==> src/kis_pkg.sv <==
package kis_pkg;

  // key and index widths fixed by the word format
  localparam int unsigned KEY_W = 32;
  localparam int unsigned IDX_W = 6;

  typedef logic signed [KEY_W-1:0] key_t;
  typedef logic [IDX_W-1:0]        idx_t;

  // broadcast control from the chain controller to every cell
  typedef struct packed {
    logic ins;      // new key is inserted this cycle
    logic pop;      // head is taken, chain shifts towards cell 0
    key_t new_key;  // key being inserted
    idx_t new_idx;  // arrival position of the key being inserted
  } cell_ctrl_t;

endpackage

==> src/kis_if.sv <==
// input channel: one fitness key a word
interface kis_in_if;
  logic          valid;
  logic          ready;
  kis_pkg::key_t fitness_key;
  logic          last_item;

  modport source (output valid, output fitness_key, output last_item, input ready);
  modport sink   (input valid, input fitness_key, input last_item, output ready);
endinterface

// result channel: one ranked entry a word
interface kis_out_if;
  logic          valid;
  logic          ready;
  kis_pkg::key_t sorted_key;
  kis_pkg::idx_t source_index;
  logic          last_result;
  logic          overflowed;

  modport source (output valid, output sorted_key, output source_index,
                  output last_result, output overflowed, input ready);
  modport sink   (input valid, input sorted_key, input source_index,
                  input last_result, input overflowed, output ready);
endinterface

==> src/key_index_sorter.sv <==
// channel  dir  handshake         payload
// in_ch    in   valid/ready       fitness_key[31:0] signed, last_item
// out_ch   out  valid/ready       sorted_key[31:0] signed, source_index[5:0],
//                                 last_result, overflowed
//
// load: one key a cycle, inserted in order into a chain of POP_SIZE cells
// drain: after the last word, one result a cycle from the head cell; n results
//   for n held keys, no input taken until the final result has gone
// results come straight from the head cell register; out_ch.ready low holds the chain
// reset: rst_n synchronous, active low; clears fill count, drop flag and drain state
module key_index_sorter #(
  parameter int unsigned POP_SIZE = 32
) (
  input  logic       clk,
  input  logic       rst_n,
  kis_in_if.sink     in_ch,
  kis_out_if.source  out_ch
);

  localparam int unsigned CNT_W = $clog2(POP_SIZE + 1);

  logic [CNT_W-1:0]    count_r, count_nxt;
  logic                drop_r, drop_nxt;
  logic                drain_r, drain_nxt;
  logic                in_fire, out_fire, has_room;
  kis_pkg::cell_ctrl_t ctrl;

  kis_pkg::key_t key_q [POP_SIZE];
  kis_pkg::idx_t idx_q [POP_SIZE];
  logic          le_q  [POP_SIZE];

  assign in_fire  = in_ch.valid && in_ch.ready;
  assign out_fire = out_ch.valid && out_ch.ready;
  assign has_room = count_r < CNT_W'(POP_SIZE);

  // chain control
  assign ctrl.ins     = in_fire && has_room;
  assign ctrl.pop     = out_fire;
  assign ctrl.new_key = in_ch.fitness_key;
  assign ctrl.new_idx = kis_pkg::IDX_W'(count_r);

  // chain of cells, head at cell 0
  for (genvar i = 0; i < POP_SIZE; i++) begin : g_cell
    logic          occ, p_le;
    kis_pkg::key_t p_key, n_key;
    kis_pkg::idx_t p_idx, n_idx;

    assign occ = count_r > CNT_W'(i);

    if (i == 0) begin : g_head
      assign p_le  = 1'b1;
      assign p_key = in_ch.fitness_key;
      assign p_idx = ctrl.new_idx;
    end else begin : g_body
      assign p_le  = le_q[i-1];
      assign p_key = key_q[i-1];
      assign p_idx = idx_q[i-1];
    end

    if (i == POP_SIZE - 1) begin : g_tail
      assign n_key = key_q[i];
      assign n_idx = idx_q[i];
    end else begin : g_inner
      assign n_key = key_q[i+1];
      assign n_idx = idx_q[i+1];
    end

    kis_cell u_cell (
      .clk      (clk),
      .ctrl     (ctrl),
      .occupied (occ),
      .prev_le  (p_le),
      .prev_key (p_key),
      .prev_idx (p_idx),
      .next_key (n_key),
      .next_idx (n_idx),
      .le       (le_q[i]),
      .key_r    (key_q[i]),
      .idx_r    (idx_q[i])
    );
  end

  // handshakes and result word
  assign in_ch.ready         = !drain_r;
  assign out_ch.valid        = drain_r;
  assign out_ch.sorted_key   = key_q[0];
  assign out_ch.source_index = idx_q[0];
  assign out_ch.last_result  = count_r == CNT_W'(1);
  assign out_ch.overflowed   = drop_r;

  // fill count, drop flag and drain state
  always_comb begin
    count_nxt = count_r;
    drop_nxt  = drop_r;
    drain_nxt = drain_r;
    if (in_fire) begin
      if (has_room) begin
        count_nxt = count_r + CNT_W'(1);
      end else begin
        drop_nxt = 1'b1;
      end
      if (in_ch.last_item) begin
        drain_nxt = 1'b1;
      end
    end
    if (out_fire) begin
      count_nxt = count_r - CNT_W'(1);
      if (out_ch.last_result) begin
        drain_nxt = 1'b0;
        drop_nxt  = 1'b0;
      end
    end
  end

  always_ff @(posedge clk) begin
    if (!rst_n) begin
      count_r <= '0;
      drop_r  <= 1'b0;
      drain_r <= 1'b0;
    end else begin
      count_r <= count_nxt;
      drop_r  <= drop_nxt;
      drain_r <= drain_nxt;
    end
  end

`ifndef SYNTHESIS
  // draining always has something to give
  a_drain_nonempty: assert property (@(posedge clk) disable iff (!rst_n)
    drain_r |-> count_r != '0)
    else $error("drain with empty chain");

  // fill count never passes capacity
  a_count_cap: assert property (@(posedge clk) disable iff (!rst_n)
    count_r <= CNT_W'(POP_SIZE))
    else $error("fill count beyond capacity");

  // final result empties the block and clears the drop flag
  a_run_end: assert property (@(posedge clk) disable iff (!rst_n)
    (out_fire && out_ch.last_result) |=> (count_r == '0 && !drain_r && !drop_r))
    else $error("block not empty after final result");

  // a stored key adds exactly one entry
  a_insert_count: assert property (@(posedge clk) disable iff (!rst_n)
    ctrl.ins |=> count_r == $past(count_r) + CNT_W'(1))
    else $error("insert did not add one entry");
`endif

endmodule

==> src/kis_cell.sv <==
module kis_cell (
  input  logic                clk,
  input  kis_pkg::cell_ctrl_t ctrl,
  input  logic                occupied,
  input  logic                prev_le,
  input  kis_pkg::key_t       prev_key,
  input  kis_pkg::idx_t       prev_idx,
  input  kis_pkg::key_t       next_key,
  input  kis_pkg::idx_t       next_idx,
  output logic                le,
  output kis_pkg::key_t       key_r,
  output kis_pkg::idx_t       idx_r
);

  kis_pkg::key_t key_nxt;
  kis_pkg::idx_t idx_nxt;

  // held entry stays put when its key is not above the new key (keeps ties stable)
  assign le = occupied && !(ctrl.new_key < key_r);

  // insert: first cell past the smaller-or-equal run takes the new key,
  // the rest shift one place away from the head; pop: shift towards the head
  always_comb begin
    key_nxt = key_r;
    idx_nxt = idx_r;
    if (ctrl.ins && !le) begin
      if (prev_le) begin
        key_nxt = ctrl.new_key;
        idx_nxt = ctrl.new_idx;
      end else begin
        key_nxt = prev_key;
        idx_nxt = prev_idx;
      end
    end else if (ctrl.pop) begin
      key_nxt = next_key;
      idx_nxt = next_idx;
    end
  end

  // payload, no reset
  always_ff @(posedge clk) begin
    key_r <= key_nxt;
    idx_r <= idx_nxt;
  end

endmodule
==> src/flat_wrapper.sv <==
// flat-port wrapper written by rule: the top's interface ports become plain ports
module key_index_sorter_flat 
#(
  parameter int unsigned POP_SIZE = 32
)
  (clk, rst_n, in_ch_valid, in_ch_fitness_key, in_ch_last_item, in_ch_ready, out_ch_valid, out_ch_sorted_key, out_ch_source_index, out_ch_last_result, out_ch_overflowed, out_ch_ready);
  kis_in_if in_ch_i ();
  kis_out_if out_ch_i ();
  input  logic clk;
  input  logic rst_n;
  input wire logic [$bits(in_ch_i.valid)-1:0] in_ch_valid;
  input wire logic [$bits(in_ch_i.fitness_key)-1:0] in_ch_fitness_key;
  input wire logic [$bits(in_ch_i.last_item)-1:0] in_ch_last_item;
  output wire logic [$bits(in_ch_i.ready)-1:0] in_ch_ready;
  output wire logic [$bits(out_ch_i.valid)-1:0] out_ch_valid;
  output wire logic [$bits(out_ch_i.sorted_key)-1:0] out_ch_sorted_key;
  output wire logic [$bits(out_ch_i.source_index)-1:0] out_ch_source_index;
  output wire logic [$bits(out_ch_i.last_result)-1:0] out_ch_last_result;
  output wire logic [$bits(out_ch_i.overflowed)-1:0] out_ch_overflowed;
  input wire logic [$bits(out_ch_i.ready)-1:0] out_ch_ready;
  assign in_ch_i.valid = in_ch_valid;
  assign in_ch_i.fitness_key = in_ch_fitness_key;
  assign in_ch_i.last_item = in_ch_last_item;
  assign in_ch_ready = in_ch_i.ready;
  assign out_ch_valid = out_ch_i.valid;
  assign out_ch_sorted_key = out_ch_i.sorted_key;
  assign out_ch_source_index = out_ch_i.source_index;
  assign out_ch_last_result = out_ch_i.last_result;
  assign out_ch_overflowed = out_ch_i.overflowed;
  assign out_ch_i.ready = out_ch_ready;
  key_index_sorter #(.POP_SIZE(POP_SIZE)) u_core (.clk(clk), .rst_n(rst_n), .in_ch(in_ch_i), .out_ch(out_ch_i));
endmodule
==> config.mk <==
export PLATFORM = sky130hd
export DESIGN_NAME = key_index_sorter_flat
export DESIGN_NICKNAME = d
export VERILOG_FILES = /design/src/kis_pkg.sv /design/src/kis_if.sv /design/src/key_index_sorter.sv /design/src/kis_cell.sv /design/src/flat_wrapper.sv
export SDC_FILE = /design/constraint.sdc
export NUM_CORES = 2
export LEC_CHECK = 0
export ABC_AREA = 0
export ABC_CLOCK_PERIOD_IN_PS = 7200
export BUFFER_PORTS_ARGS = -buffer_cell sky130_fd_sc_hd__buf_2
export CAP_MARGIN = 20
export CORE_UTILIZATION = 65
export DETAILED_ROUTE_END_ITERATION = 8
export PLACE_DENSITY = 0.82
export RECOVER_POWER = 100
export SLEW_MARGIN = 0
export SYNTH_ARGS = -nofsm -noshare
export SYNTH_HDL_FRONTEND = slang
export SYNTH_HIERARCHICAL = 1
export SYNTH_SLANG_ARGS = --single-unit
==> constraint.sdc <==
create_clock -name clk -period 7.2 [get_ports clk]
set_input_delay 0.72 -clock clk [delete_from_list [all_inputs] [get_ports clk]]
set_output_delay 0.72 -clock clk [all_outputs]
set_load 0.01 [all_outputs]
-- Word level (Yosys, flattened, before mapping)
Index checks and enable logic that the tools add are counted.
W data, S select, Z words.
- multipliers: 0
- order comparisons: 65
- equality and inequality tests: 1
- div/mod/pow operators: 0
- muxes and demuxes: 197
- reductions and logical operators: 166
- add/sub/neg operators: 2
- shift operators: 0
- bitwise gates (word level): 0
- operators by type and width (operator ; number):
    $mux W32 ; 93
    $lt A32 B32 Y1 ; 32
    $mux W6 ; 96
    $gt A6 B5 Y1 const B ; 16
    $logic_and A1 B1 Y1 ; 67
    $reduce_bool A2 Y1 ; 33
    $logic_not A1 Y1 ; 65
    $gt A6 B4 Y1 const B ; 8
    $gt A6 B3 Y1 const B ; 4
    $gt A6 B1 Y1 const B ; 2
    $gt A6 B2 Y1 const B ; 2
    $mux W1 ; 8
    $add A6 B1 Y6 const B ; 1
    $eq A6 B1 Y1 const B ; 1
    $lt A6 B6 Y1 const B ; 1
    $sub A6 B1 Y6 const B ; 1
    $reduce_and A2 Y1 ; 1
- word-level logic and storage cells: 498
- register bits after elaboration: 1224
- bits in writable memories: 0
- ROM bits: 0
- memories kept: 0
- output and inout port bits: 42
- latch bits: 0

-- Depth between registers and ports, before layout
- depth after elaboration: 6
- mapped depth: 13
- depth with buffers taken out: 10

-- By module
Netlist, hierarchy kept.
- by module, submodules not included (module ; times used ; area each (µm²) ; cells each ; sequential area each (µm²)):
    kis_cell ; 32 ; 2906.5 ; 243 ; 1141.1
    key_index_sorter ; 1 ; 827.0 ; 117 ; 160.2

-- Worst setup path before layout
Ideal clock, no wire load.
- path type: register to register
- from: reg u_core.count_r[0]
- to: reg u_core.g_cell[10].u_cell.key_r[22] (data pin)
- slack: 3502 ps
- path buffers: 4
- data arrival time: 3436 ps
- stages on the path, launching flop included: 14
- setup time: 262 ps
- cell sequence: dfxtp_1 > buf_4 > inv_1 > ha_1 > clkbuf_2 > nor2_1 > nor2_1 > o21ai_0 > o31ai_1 > nor2_1 > clkbuf_1 > clkbuf_1 > mux2_2 > mux2_1
- elaborated cells between the ends (all ways): 10
- those cells by class: order compare: 3; mux: 2; reduce/logical: 5
- RTL lines (what ; line ; RTL):
    from (decl) ; key_index_sorter.sv:22 ; logic [CNT_W-1:0] count_r, count_nxt;
    from (signal assigned) ; key_index_sorter.sv:121 ; count_r <= count_nxt;
    $gt A6 B4 Y1 ; key_index_sorter.sv:48 ; assign occ = count_r > CNT_W'(i);
    named net u_core.g_cell[9].occ ; key_index_sorter.sv:44 ; logic occ, p_le;
    $logic_and A1 B1 Y1 ; kis_cell.sv:19 ; assign le = occupied && !(ctrl.new_key < key_r);
    named net u_core.g_cell[10].p_le ; key_index_sorter.sv:44 ;
    $mux W32 ; kis_cell.sv:27 ; if (prev_le) begin
    $mux W32 ; kis_cell.sv:26 ; if (ctrl.ins && !le) begin
    named net u_core.g_cell[10].u_cell.key_nxt[22] ; kis_cell.sv:15 ; kis_pkg::key_t key_nxt;
    to (signal assigned) ; kis_cell.sv:42 ; key_r <= key_nxt;
    to (decl) ; kis_cell.sv:11 ; output kis_pkg::key_t key_r,
The timed path passes the listed nets, and every way through them passes these cells.
A chain may end at the register's enable or synchronous reset.

-- Worst setup path after layout
- from: reg u_core.drain_r (netlist: u_core/out_ch.valid)
- to: reg u_core.g_cell[6].u_cell.key_r[4] (enable)
- longest elaborated chain between the ends: 5
- elaborated cells between the ends (all ways): 6
- those cells by class: reduce/logical: 6
- RTL lines (what ; line ; RTL):
    from (decl) ; key_index_sorter.sv:24 ; logic drain_r, drain_nxt;
    from (signal assigned) ; key_index_sorter.sv:123 ; drain_r <= drain_nxt;
    $logic_not A1 Y1 ; key_index_sorter.sv:84 ; assign in_ch.ready = !drain_r;
    $logic_and A1 B1 Y1 ; key_index_sorter.sv:32 ; assign in_fire = in_ch.valid && in_ch.ready;
    $logic_and A1 B1 Y1 ; key_index_sorter.sv:37 ; assign ctrl.ins = in_fire && has_room;
    $logic_and A1 B1 Y1 ; kis_cell.sv:26 ;
    $reduce_bool A2 Y1 (no line) (*) ; - ;
    to (signal assigned) ; kis_cell.sv:42 ;
    to (decl) ; kis_cell.sv:11 ;
Mark *: on every way between the ends. The rest lies on a longest branch, timed or not.

==> out/results.ini <==
[drt]
wl_met3_um = 15700
initialDrtViolationCount = 5402
drt-total-wl_um = 251000
dr.pass1.iters = 6
ant_nets = 0
top_layer_used = met5
vias = 66200
routedWlPerCell_um = 25.1
drc = 0
met2WireLength_um = 122000
vias_per_cell = 6.60
wl_met1_um = 99700

[global_routing]
grt_use_total_pct = 33.8
grt_pass1_wl_um = 389000
grt_pass1_vias = 68400
overflow = 0
grt_max_degree = 66
antenna_found_initial = 5

[synth]
syn-instance-count = 7889
syn_area_per_cell_um2 = 11.9
syn_area_mm2 = 0.0938
yosys_warnings = 6

[sta]
min_period_over_period_pct = 84.9
rsz0062_at_grt = no
finalHoldViolCount = 0
tightest_slew_ps = 3570
drv_slew = 805
whs_ps = 157
maxClockFrequency_mhz = 164
post-route-min-period_ps = 6110
final.setup.tns_ps = 0
setup_violations = 0
slew_headroom_pct = -138
finClkSkew_ps = 33.3

[placement]
port_buffers = 78
post-dp-hpwl_um = 184000
gp_congestion = 0.893

[critical_path]
ff2ff_setup_slack_ps = 1090
critPathCaptureType = flip-flop
cp_max_fo = 43
reg2regPathDepth = 3
cp.arrival_ps = 6430
startpoint_type = flip-flop
r2r-end = u_core/g_cell[6].u_cell/key_r[4]
critPathRequiredTime_ps = 7520
path_class = reg -> reg
r2r_start = u_core/out_ch.valid

[flow_run]
cap_violations = 29

[cts]
clk_pin_slew_ps = 60
post_cts_buffers = 0
holdBufCountCts = 0
htreeDepth = 4
clock_path_buffers = 3
clock-sinks = 1224
numCtsBuffers = 141
clk_latency_ps = 800
ctsResizeCount = 0
cts_tree = yes
root_buffer = clkbuf_16

[run_status]
outcome = complete, but fails checks
failed_checks = max-capacitance violations, max-slew violations

[power]
p_per_area_mw_per_mm2 = 416
leakage_uw = 0.0419
peakVddDrop_v = 0.000365

[floorplan]
core-area_mm2 = 0.143
io_pins = 79
dieArea_mm2 = 0.146
start_util_pct = 65.4
die_h_um = 382
placementRows = 139
fp.dieW_um = 382

[layout]
syn_to_final_growth_pct = 7.84
layout-drive-gt1-share_pct = 31.7
layout.nets = 9046
fillCellCount = 9821

[hold_path]
hp-class = in -> reg
hold_depth = 3
whs_endpoint = u_core/out_ch.valid
hold_start = in_ch_last_item

where the power goes:
part | leakage (uW) | switching (uW) | total [uW] | internal (uW)
Clock | 0.00218 | 3060 | 7160 | 4110
Combinational | 0.0277 | 9230 | 18600 | 9340
Sequential | 0.0120 | 3170 | 16400 | 13200
Total | 0.0419 | 15500 | 42100 | 26600
layer usage:
metal | GRT usage, % | up-vias
met5 | 0 | -
met4 | 18.1 | 6
met3 | 4.88 | 807
met2 | 57.4 | 2850
met1 | 41.4 | 32900
li1 | - | 29600
metrics by stage:
step	cell area [um2]	instances	power [uW]	util [%]	setup slack, ps
after floorplan	93800	7890	28900	-	3500
after global placement	96500	9747	33100	67.3	1690
after detailed placement	96700	9757	34400	67.4	1650
after CTS	101000	10000	41800	70.5	2460
after global routing	101000	10000	44400	70.5	1170
final	101000	10000	42100	70.5	1090
area by class of cell:
cell class,instances,area (um2),share of cell area (%)
Clock buffer,176,3760,3.72
Multi-Input combinational cell,5239,51300,50.7
Tap cell,1903,2380,2.35
Antenna cell,3,7.51,0.00742
Sequential cell,1224,36700,36.3
Inverter,1161,4360,4.31
Timing Repair Buffer,247,1940,1.91
Clock inverter,74,713,0.705
cell usage in the layout (no fill, tap or decap), types with 33 or more instances in the layout:
master,instances
mux2_2,2108
edfxtp_1,1216
inv_1,1161
ha_1,995
a21oi_1,387
nand2_1,333
mux2_1,324
clkbuf_16,145
o21ai_0,139
nand4_1,128
buf_4,114
clkbuf_1,97
nor2_1,85
a21o_1,69
a2111oi_0,60
nand2b_1,38
o221ai_1,35
clkinv_1,34
and3_1,34
o21a_1,34
a211o_1,33
a31oi_1,33
and4_1,33
worst max path at each step:
stage,startpoint,endpoint,slack (ps),cells after the start
floorplan,u_core/count_r[0],u_core/g_cell[10].u_cell/key_r[22],3500,13
global placement,in_ch_fitness_key[9],u_core/g_cell[20].u_cell/idx_r[2],1690,13
detailed placement,in_ch_fitness_key[9],u_core/g_cell[20].u_cell/idx_r[4],1650,13
CTS,in_ch_fitness_key[9],u_core/g_cell[22].u_cell/key_r[9],2460,13
global route,u_core/out_ch.valid,u_core/g_cell[9].u_cell/key_r[4],1170,3
finish,u_core/out_ch.valid,u_core/g_cell[6].u_cell/key_r[4],1090,3
critical path: stages, from the launching register on:
cell      delay (ps)
dfxtp_1          510
and2_2           200
clkbuf_1        2490
or2_0           2350
sequential cells by signal, summed over array words and instances, names as in the netlist:
signal	flops
u_core/count_r	6
u_core/g_cell.u_cell/idx_r	192
u_core/g_cell.u_cell/key_r	1024
u_core/out_ch.overflowed	1
u_core/out_ch.valid	1
Note: power is estimated with default switching activity, not from simulation.
